`config.mk`:
```
export PLATFORM = sky130hd
export DESIGN_NAME = irq_priority_task_queue_unit
export DESIGN_NICKNAME = d
export VERILOG_FILES = /design/src/iptq_pkg.sv /design/src/irq_priority_task_queue_unit.sv /design/src/iptq_ctrl.sv /design/src/iptq_datapath.sv
export SDC_FILE = /design/constraint.sdc
export NUM_CORES = 1
export LEC_CHECK = 0
export ABC_AREA = 1
export BUFFER_PORTS_ARGS = -buffer_cell sky130_fd_sc_hd__buf_2
export CAP_MARGIN = 20
export CELL_PAD_IN_SITES_DETAIL_PLACEMENT = 0
export CELL_PAD_IN_SITES_GLOBAL_PLACEMENT = 1
export CORE_MARGIN = 5
export CORE_UTILIZATION = 52
export DETAILED_ROUTE_END_ITERATION = 10
export PLACE_DENSITY = 0.88
export SLEW_MARGIN = 20
export SYNTH_ARGS = -nofsm -noshare
export SYNTH_HDL_FRONTEND = slang
export SYNTH_SLANG_ARGS = --single-unit
```
`constraint.sdc`:
```
create_clock -name clk -period 5.5 [get_ports clk]
set_clock_uncertainty 0.2 [all_clocks]
set_input_delay 0.275 -clock clk [delete_from_list [all_inputs] [get_ports clk]]
set_output_delay 0.275 -clock clk [all_outputs]
set_load 0.1 [all_outputs]
```
`src/iptq_pkg.sv`:
```
// -----------------------------------------------------------------------------
// iptq_pkg
// Shared constants, codes and controller/datapath interface types of the
// interrupt priority task queue.
// -----------------------------------------------------------------------------
`timescale 1ns / 1ps

package iptq_pkg;

    // Table geometry
    localparam int QUEUE_DEPTH = 8;
    localparam int SLOT_W      = (QUEUE_DEPTH > 1) ? $clog2(QUEUE_DEPTH) : 1;
    localparam int COUNT_W     = $clog2(QUEUE_DEPTH + 1);

    // Fixed field widths
    localparam int TAG_W       = 3;
    localparam int PRIO_W      = 8;
    localparam int HANDLER_W   = 2;
    localparam int CAUSE_W     = 2;
    localparam int QCOUNT_W    = 4;

    // Operation codes
    localparam logic OP_IRQ  = 1'b0;
    localparam logic OP_DONE = 1'b1;

    // UART identify codes
    localparam logic [CAUSE_W-1:0] CAUSE_TX = 2'd1;
    localparam logic [CAUSE_W-1:0] CAUSE_RX = 2'd2;

    // Handler codes
    localparam logic [HANDLER_W-1:0] HANDLER_UART_TX = 2'd0;
    localparam logic [HANDLER_W-1:0] HANDLER_UART_RX = 2'd1;
    localparam logic [HANDLER_W-1:0] HANDLER_TIMER   = 2'd2;

    // Configuration register indexes
    localparam logic REG_UART_PRIO  = 1'b0;
    localparam logic REG_TIMER_PRIO = 1'b1;

    // Reset values of the configuration registers
    localparam logic [PRIO_W-1:0] UART_PRIO_RESET  = 8'd0;
    localparam logic [PRIO_W-1:0] TIMER_PRIO_RESET = 8'd255;

    // Commands from controller to datapath
    typedef struct packed {
        logic latch;     // capture the request and decode it
        logic eval;      // record the drop decision
        logic scan_inc;  // advance the queue position
        logic do_insert; // insert the new task at the scan position
        logic do_remove; // remove the entry at the scan position
        logic do_head;   // start the head and load the result
    } iptq_cmd_t;

    // Status from datapath to controller
    typedef struct packed {
        logic is_done;   // latched request is a done event
        logic want;      // interrupt asks for a new task
        logic full;      // no room for a new task
        logic remove_ok; // done tag names a busy task
        logic scan_stop; // scan position reached its target
    } iptq_status_t;

endpackage

```
`src/irq_priority_task_queue_unit.sv`:
```
// The queue is walked one position per cycle to find the insert point or the finished task.
// busy stays high until the head check is done; result_valid pulses in the cycle after,
// and the next start can be taken in that cycle. The receiver cannot stall.
// Asynchronous active-low reset empties the table and loads the default priorities.
// -----------------------------------------------------------------------------
// irq_priority_task_queue_unit
// Interrupt priority task queue: masks the interrupting source, queues its
// handler by priority, removes finished tasks and starts the most urgent task.
// -----------------------------------------------------------------------------
`timescale 1ns / 1ps

module irq_priority_task_queue_unit
    import iptq_pkg::*;
(
    input  logic                 clk,
    input  logic                 rst_n,
    // request
    input  logic                 start,
    output logic                 busy,
    input  logic                 op,
    input  logic                 uart_pending,
    input  logic [CAUSE_W-1:0]   uart_cause,
    input  logic                 timer_pending,
    input  logic [TAG_W-1:0]     done_tag,
    // configuration
    input  logic                 cfg_valid,
    output logic                 cfg_ready,
    input  logic                 cfg_index,
    input  logic [PRIO_W-1:0]    cfg_data,
    // result
    output logic                 result_valid,
    output logic                 mask_uart_tx,
    output logic                 mask_uart_rx,
    output logic                 mask_timer,
    output logic                 start_valid,
    output logic [HANDLER_W-1:0] start_handler,
    output logic [TAG_W-1:0]     start_tag,
    output logic                 dropped,
    output logic [QCOUNT_W-1:0]  queued_count
);

    iptq_cmd_t    cmd;
    iptq_status_t status;

    // Configuration writes are always taken
    assign cfg_ready = 1'b1;

    iptq_ctrl u_ctrl
    (
        .clk          (clk),
        .rst_n        (rst_n),
        .start        (start),
        .busy         (busy),
        .result_valid (result_valid),
        .cmd          (cmd),
        .status       (status)
    );

    iptq_datapath u_datapath
    (
        .clk           (clk),
        .rst_n         (rst_n),
        .cfg_we        (cfg_valid && cfg_ready),
        .cfg_index     (cfg_index),
        .cfg_data      (cfg_data),
        .op            (op),
        .uart_pending  (uart_pending),
        .uart_cause    (uart_cause),
        .timer_pending (timer_pending),
        .done_tag      (done_tag),
        .cmd           (cmd),
        .status        (status),
        .mask_uart_tx  (mask_uart_tx),
        .mask_uart_rx  (mask_uart_rx),
        .mask_timer    (mask_timer),
        .start_valid   (start_valid),
        .start_handler (start_handler),
        .start_tag     (start_tag),
        .dropped       (dropped),
        .queued_count  (queued_count)
    );

endmodule

```
`src/iptq_ctrl.sv`:
```
// -----------------------------------------------------------------------------
// iptq_ctrl
// Sequencer of the task queue: decode, walk the queue, update it, start the
// head and strobe the result.
// -----------------------------------------------------------------------------
`timescale 1ns / 1ps

module iptq_ctrl
    import iptq_pkg::*;
(
    input  logic         clk,
    input  logic         rst_n,
    input  logic         start,
    output logic         busy,
    output logic         result_valid,
    output iptq_cmd_t    cmd,
    input  iptq_status_t status
);

    localparam logic [2:0] S_IDLE   = 3'd0;
    localparam logic [2:0] S_EVAL   = 3'd1;
    localparam logic [2:0] S_SCAN   = 3'd2;
    localparam logic [2:0] S_UPDATE = 3'd3;
    localparam logic [2:0] S_HEAD   = 3'd4;

    logic [2:0] state_reg;
    logic [2:0] state_next;
    logic       strobe_reg;
    logic       strobe_next;

    // Compute next state and commands
    always_comb
    begin
        state_next  = state_reg;
        strobe_next = 1'b0;
        cmd         = '0;
        case (state_reg)
            S_IDLE:
            begin
                if (start)
                begin
                    cmd.latch  = 1'b1;
                    state_next = S_EVAL;
                end
            end
            S_EVAL:
            begin
                cmd.eval = 1'b1;
                if (status.is_done)
                begin
                    state_next = status.remove_ok ? S_SCAN : S_HEAD;
                end
                else
                begin
                    state_next = (status.want && !status.full) ? S_SCAN : S_HEAD;
                end
            end
            S_SCAN:
            begin
                if (status.scan_stop)
                begin
                    state_next = S_UPDATE;
                end
                else
                begin
                    cmd.scan_inc = 1'b1;
                end
            end
            S_UPDATE:
            begin
                cmd.do_insert = !status.is_done;
                cmd.do_remove = status.is_done;
                state_next    = S_HEAD;
            end
            S_HEAD:
            begin
                cmd.do_head = 1'b1;
                strobe_next = 1'b1;
                state_next  = S_IDLE;
            end
            default:
            begin
                state_next = S_IDLE;
            end
        endcase
    end

    // Hold state and result strobe
    always_ff @(posedge clk or negedge rst_n)
    begin
        if (!rst_n)
        begin
            state_reg  <= S_IDLE;
            strobe_reg <= 1'b0;
        end
        else
        begin
            state_reg  <= state_next;
            strobe_reg <= strobe_next;
        end
    end

    assign busy         = (state_reg != S_IDLE);
    assign result_valid = strobe_reg;

endmodule

```
`src/iptq_datapath.sv`:
```
// -----------------------------------------------------------------------------
// iptq_datapath
// Task table, run-order list, configuration registers, scan position and
// result registers of the task queue.
// -----------------------------------------------------------------------------
`timescale 1ns / 1ps

module iptq_datapath
    import iptq_pkg::*;
(
    input  logic                 clk,
    input  logic                 rst_n,
    // configuration
    input  logic                 cfg_we,
    input  logic                 cfg_index,
    input  logic [PRIO_W-1:0]    cfg_data,
    // request
    input  logic                 op,
    input  logic                 uart_pending,
    input  logic [CAUSE_W-1:0]   uart_cause,
    input  logic                 timer_pending,
    input  logic [TAG_W-1:0]     done_tag,
    // control
    input  iptq_cmd_t            cmd,
    output iptq_status_t         status,
    // result
    output logic                 mask_uart_tx,
    output logic                 mask_uart_rx,
    output logic                 mask_timer,
    output logic                 start_valid,
    output logic [HANDLER_W-1:0] start_handler,
    output logic [TAG_W-1:0]     start_tag,
    output logic                 dropped,
    output logic [QCOUNT_W-1:0]  queued_count
);

    // Configuration registers
    logic [PRIO_W-1:0] uart_prio_reg;
    logic [PRIO_W-1:0] timer_prio_reg;

    // Task table and run order
    logic [QUEUE_DEPTH-1:0] valid_reg;
    logic [QUEUE_DEPTH-1:0] valid_next;
    logic [QUEUE_DEPTH-1:0] busy_reg;
    logic [QUEUE_DEPTH-1:0] busy_next;
    logic [HANDLER_W-1:0]   handler_reg [QUEUE_DEPTH];
    logic [PRIO_W-1:0]      prio_reg    [QUEUE_DEPTH];
    logic [SLOT_W-1:0]      order_reg   [QUEUE_DEPTH];
    logic [COUNT_W-1:0]     count_reg;
    logic [COUNT_W-1:0]     count_next;

    // Latched request
    logic                 is_done_reg;
    logic                 m_tx_reg;
    logic                 m_rx_reg;
    logic                 m_tm_reg;
    logic [HANDLER_W-1:0] new_handler_reg;
    logic [PRIO_W-1:0]    new_prio_reg;
    logic [TAG_W-1:0]     done_tag_reg;
    logic                 drop_reg;
    logic [COUNT_W-1:0]   pos_reg;

    // Result registers
    logic                 out_tx_reg;
    logic                 out_rx_reg;
    logic                 out_tm_reg;
    logic                 out_start_reg;
    logic [HANDLER_W-1:0] out_handler_reg;
    logic [TAG_W-1:0]     out_tag_reg;
    logic                 out_drop_reg;
    logic [QCOUNT_W-1:0]  out_count_reg;

    // Decode of the incoming request
    logic                 dec_tx;
    logic                 dec_rx;
    logic                 dec_tm;
    logic                 want;
    logic [SLOT_W-1:0]    free_slot;
    logic                 free_found;
    logic                 full;
    logic [SLOT_W-1:0]    done_slot;
    logic                 remove_ok;
    logic [SLOT_W-1:0]    pos_idx;
    logic [SLOT_W-1:0]    scan_slot;
    logic                 scan_stop;
    logic [SLOT_W-1:0]    head_slot;
    logic                 head_start;

    assign dec_tx = (op == OP_IRQ) && uart_pending && (uart_cause == CAUSE_TX);
    assign dec_rx = (op == OP_IRQ) && uart_pending && (uart_cause == CAUSE_RX);
    assign dec_tm = (op == OP_IRQ) && !uart_pending && timer_pending;
    assign want   = m_tx_reg || m_rx_reg || m_tm_reg;

    // Find the lowest numbered free slot
    always_comb
    begin
        free_slot  = '0;
        free_found = 1'b0;
        for (int i = QUEUE_DEPTH - 1; i >= 0; i--)
        begin
            if (!valid_reg[i])
            begin
                free_slot  = SLOT_W'(i);
                free_found = 1'b1;
            end
        end
    end

    assign full      = (count_reg >= COUNT_W'(QUEUE_DEPTH)) || !free_found;
    assign done_slot = SLOT_W'(done_tag_reg);
    assign remove_ok = (int'(done_tag_reg) < QUEUE_DEPTH)
                       && valid_reg[done_slot] && busy_reg[done_slot];

    // Scan stops at the insert point or at the finished entry
    assign pos_idx   = pos_reg[SLOT_W-1:0];
    assign scan_slot = order_reg[pos_idx];
    always_comb
    begin
        if (pos_reg == count_reg)
        begin
            scan_stop = 1'b1;
        end
        else if (is_done_reg)
        begin
            scan_stop = (scan_slot == done_slot);
        end
        else
        begin
            scan_stop = (prio_reg[scan_slot] > new_prio_reg);
        end
    end

    assign head_slot  = order_reg[0];
    assign head_start = (count_reg != '0) && !busy_reg[head_slot];

    assign status.is_done   = is_done_reg;
    assign status.want      = want;
    assign status.full      = full;
    assign status.remove_ok = remove_ok;
    assign status.scan_stop = scan_stop;

    // Next table flags and count
    always_comb
    begin
        valid_next = valid_reg;
        busy_next  = busy_reg;
        count_next = count_reg;
        if (cmd.do_insert)
        begin
            valid_next[free_slot] = 1'b1;
            busy_next[free_slot]  = 1'b0;
            count_next            = count_reg + COUNT_W'(1);
        end
        else if (cmd.do_remove)
        begin
            valid_next[done_slot] = 1'b0;
            busy_next[done_slot]  = 1'b0;
            count_next            = count_reg - COUNT_W'(1);
        end
        else if (cmd.do_head && head_start)
        begin
            busy_next[head_slot] = 1'b1;
        end
    end

    // Hold configuration and control state
    always_ff @(posedge clk or negedge rst_n)
    begin
        if (!rst_n)
        begin
            uart_prio_reg  <= UART_PRIO_RESET;
            timer_prio_reg <= TIMER_PRIO_RESET;
            valid_reg      <= '0;
            busy_reg       <= '0;
            count_reg      <= '0;
        end
        else
        begin
            if (cfg_we && (cfg_index == REG_UART_PRIO))
            begin
                uart_prio_reg <= cfg_data;
            end
            if (cfg_we && (cfg_index == REG_TIMER_PRIO))
            begin
                timer_prio_reg <= cfg_data;
            end
            valid_reg <= valid_next;
            busy_reg  <= busy_next;
            count_reg <= count_next;
        end
    end

    // Capture the request, advance the scan, record the drop
    always_ff @(posedge clk)
    begin
        if (cmd.latch)
        begin
            is_done_reg  <= (op == OP_DONE);
            m_tx_reg     <= dec_tx;
            m_rx_reg     <= dec_rx;
            m_tm_reg     <= dec_tm;
            done_tag_reg <= done_tag;
            pos_reg      <= '0;
            if (dec_tm)
            begin
                new_handler_reg <= HANDLER_TIMER;
                new_prio_reg    <= timer_prio_reg;
            end
            else
            begin
                new_handler_reg <= dec_rx ? HANDLER_UART_RX : HANDLER_UART_TX;
                new_prio_reg    <= uart_prio_reg;
            end
        end
        if (cmd.eval)
        begin
            drop_reg <= !is_done_reg && want && full;
        end
        if (cmd.scan_inc)
        begin
            pos_reg <= pos_reg + COUNT_W'(1);
        end
    end

    // Update the slot payload and shift the run order
    always_ff @(posedge clk)
    begin
        if (cmd.do_insert)
        begin
            handler_reg[free_slot] <= new_handler_reg;
            prio_reg[free_slot]    <= new_prio_reg;
            for (int i = 0; i < QUEUE_DEPTH; i++)
            begin
                if (i == int'(pos_reg))
                begin
                    order_reg[i] <= free_slot;
                end
                else if ((i > int'(pos_reg)) && (i > 0))
                begin
                    order_reg[i] <= order_reg[i-1];
                end
            end
        end
        else if (cmd.do_remove)
        begin
            for (int i = 0; i < QUEUE_DEPTH - 1; i++)
            begin
                if (i >= int'(pos_reg))
                begin
                    order_reg[i] <= order_reg[i+1];
                end
            end
        end
    end

    // Load the result
    always_ff @(posedge clk)
    begin
        if (cmd.do_head)
        begin
            out_tx_reg      <= m_tx_reg;
            out_rx_reg      <= m_rx_reg;
            out_tm_reg      <= m_tm_reg;
            out_drop_reg    <= drop_reg;
            out_count_reg   <= QCOUNT_W'(count_reg);
            out_start_reg   <= head_start;
            out_handler_reg <= head_start ? handler_reg[head_slot] : HANDLER_UART_TX;
            out_tag_reg     <= head_start ? TAG_W'(head_slot) : '0;
        end
    end

    assign mask_uart_tx  = out_tx_reg;
    assign mask_uart_rx  = out_rx_reg;
    assign mask_timer    = out_tm_reg;
    assign start_valid   = out_start_reg;
    assign start_handler = out_handler_reg;
    assign start_tag     = out_tag_reg;
    assign dropped       = out_drop_reg;
    assign queued_count  = out_count_reg;

endmodule

```
==> reports/qor.txt <==
crit path max fanout: 19
maximum vdd drop: 0.000261 V
vias in the first global route: 6062
CTS clk-pin slew, worst paths: 0.08 ns
Root Driver: clkbuf_16
CTS Sinks: 183
Static Leak: 0.00420 uW
Initial Util: 52.9%
Avg Inst Size Synth: 9.76 sq um
number of buffers added on ports: 36
Largest register FFs: 64
yosys warns: 0
Antenna Nets Post-Route: 0
Cell Rows: 47
die area: 19500 sq um
Synth Flop Type: edfxtp_1
Hold WC Path Type: primary input to register
Max-Cap Viols: 0
R2R Path End: u_datapath.pos_reg[0]
final count of negative-setup-slack endpoints: 0
Tot GR Track Use: 21.5%
CTS tree: done
vias: 6492
Die Width: 140 um
H-Tree Depth: 4
HP Start: uart_pending
crit path time final: 4.03 ns
Worst Setup End Kind: register
Critical Path RT: 5.44 ns
Post-synth EDFFs: 140
Max clock buf depth: 2
Pre-antenna DRT Iters: 7
Final Max Slew Viols: 0
fin crit share: 73.3%
io pins: 38
#FFs+latches synth: 183
worst setup path end: u_datapath.pos_reg[0]
CTS resizes: 0
Synthesized Nets: 932
first-pass GRT wire length: 33.0 mm
initial antenna violation count: 0
Worst Path Class, Setup: register to register
postcts setup bufs: 0
Net Sw Power: 2080 uW
Worst Tran Pin Value: 0.932 ns
endpoints failing hold: 0
Setup crit start kind: register
Inserted Clock Buffers: 17
CP Data Arrival Time: 3.97 ns
DRC Markers: 0
sequential share of power: 38.8%
dpl hpwl: 14.1 mm
most common cell after layout, fill and taps aside: nand2_1
RSZ-0062 raised after global routing: no
sequential area share after synthesis: 60.3%
outcome: completed
ys async rst share: 21.9%
total negative setup slack: 0 ns
layout cells sized above 1: 11.6%
dpl cells: 1135
synthesis-to-layout area growth: 12.9%
Ant. Diodes: 0
Final Power: 5000 uW
largest net degree at the start of global routing: 41
Clock Power Share: 24.2%
post-synthesis cell count: 896
Pwr Density: 507 nW/um^2
fmax: 0.248 GHz
Worst-Skew Late Latency: 0.44 ns
DIE HEIGHT: 140 um
vias per cell: 5.48
Combinational Power Share: 37.0%
Worst slew margin: 37.9%
switching share of power: 41.6%
Non-Filler Instances: 1184
Overflow after GRT: 0
drt total wl: 20.4 mm
reg2reg path depth: 17
Netlist cell types: 49
nets: 987
Pint: 2920 uW
drt first-iter violations: 718
mapped cell area: 8740 sq um
routability cong.: 0.849
WL/cell: 17.2 um
most frequent cells in the layout: nand2_1, edfxtp_1, inv_1
R2R setup slack: 1.47 ns
core area: 16500 sq um
-- cells by family after synthesis --
logic type / count (synthesis) / share of synthesized area, %
other: 1 / 0.0429
AOI/OAI and AO/OA: 130 / 8.54
and+or+nand+nor: 430 / 21.9
xor gates and xnor gates: 7 / 0.701
buffers and inverters: 130 / 6.20
adders and majority gates: 15 / 2.23
DFF: 183 / 60.3
-- critical path: stages, from the launching register on --
cell and delay [ns]:
dfxtp_1 0.56, inv_2 0.18, nand2_1 0.10, nand3_1 0.08
nand3_1 0.12, nand2_1 0.41, buf_6 0.33, nand2_1 0.06
nand3_1 0.07, nand3_1 0.09, nand2_1 0.07, ha_1 0.29
nand2_1 0.09, nor3_1 0.18, a31oi_1 0.09, a21oi_1 0.49
nand2_4 0.13, nand2_1 0.17
-- how the worst min path moves through the flow --
stage | slack, ns | cells past startpoint | end
2_1_floorplan | -0.22 | 0 | u_ctrl.result_valid
3_5_place_dp | 0.21 | 0 | u_datapath.dropped
5_1_grt | 0.04 | 3 | u_datapath.m_tx_reg
3_3_place_gp | 0.21 | 0 | u_datapath.dropped
6_report | 0.009 | 3 | u_datapath.m_tx_reg
4_1_cts | 0.003 | 3 | u_datapath.m_tx_reg
-- layout make-up --
| cell class | count | area, sq um |
|---|---|---|
| fillers | 1399 | 6650 |
| flip-flops and latches | 183 | 5280 |
| multi-input cells | 583 | 2930 |
| clock buffers | 17 | 425 |
| inverters | 112 | 423 |
| repair buffers | 54 | 364 |
| well taps | 220 | 275 |
| clock inverters | 15 | 176 |
-- what timing repair did --
item	4_1_cts	5_1_grt
endpoints found under the setup margin	0	0
hold buffers	15	0
endpoints found under the hold margin	55	0
-- metrics by stage --
step           utilization [%]  cell area [sq um]  hold WS (ns)  worst slack, ns
6_report                  59.7               9870       0.00901             1.47
5_1_grt                   59.7               9870        0.0398             1.13
4_1_cts                   59.6               9840       0.00333             1.36
3_5_place_dp              55.0               9090         0.208             1.35
3_3_place_gp              55.0               9090         0.213             1.51
2_1_floorplan                -               8740        -0.221             2.40
-- metal layers --
metal	part of all wire, %	GRT usage (%)	vias up
li1	-	-	3161
met1	47	32.2	3046
met2	45	32.7	248
met3	5.9	3.05	37
met4	1.9	6.43	0
met5	0	0	-
-- synthesized netlist by cell type, types with 9 or more instances --
cell / count / area (sq um)
o21ai_0: 46 / 230
a21oi_1: 39 / 195
nand4_1: 9 / 56.3
ha_1: 14 / 175
nor3_1: 9 / 45.0
o21ai_1: 10 / 50.1
inv_1: 105 / 394
nand2_1: 240 / 901
edfxtp_1: 140 / 4200
dfrtp_1: 32 / 801
nor2_1: 55 / 206
nand3_1: 93 / 465
-- power by group through the flow --
stage                     registers (uW)  logic, uW  clock network, uW
after floorplan                     2060       1310                  0
final                               1940       1850               1210
after global routing                1970       2080               1290
after CTS                           1940       1830               1230
after global placement              1960       1800                  0
after detailed placement            1970       1820                  0
Note: power is estimated with default switching activity, not from simulation.
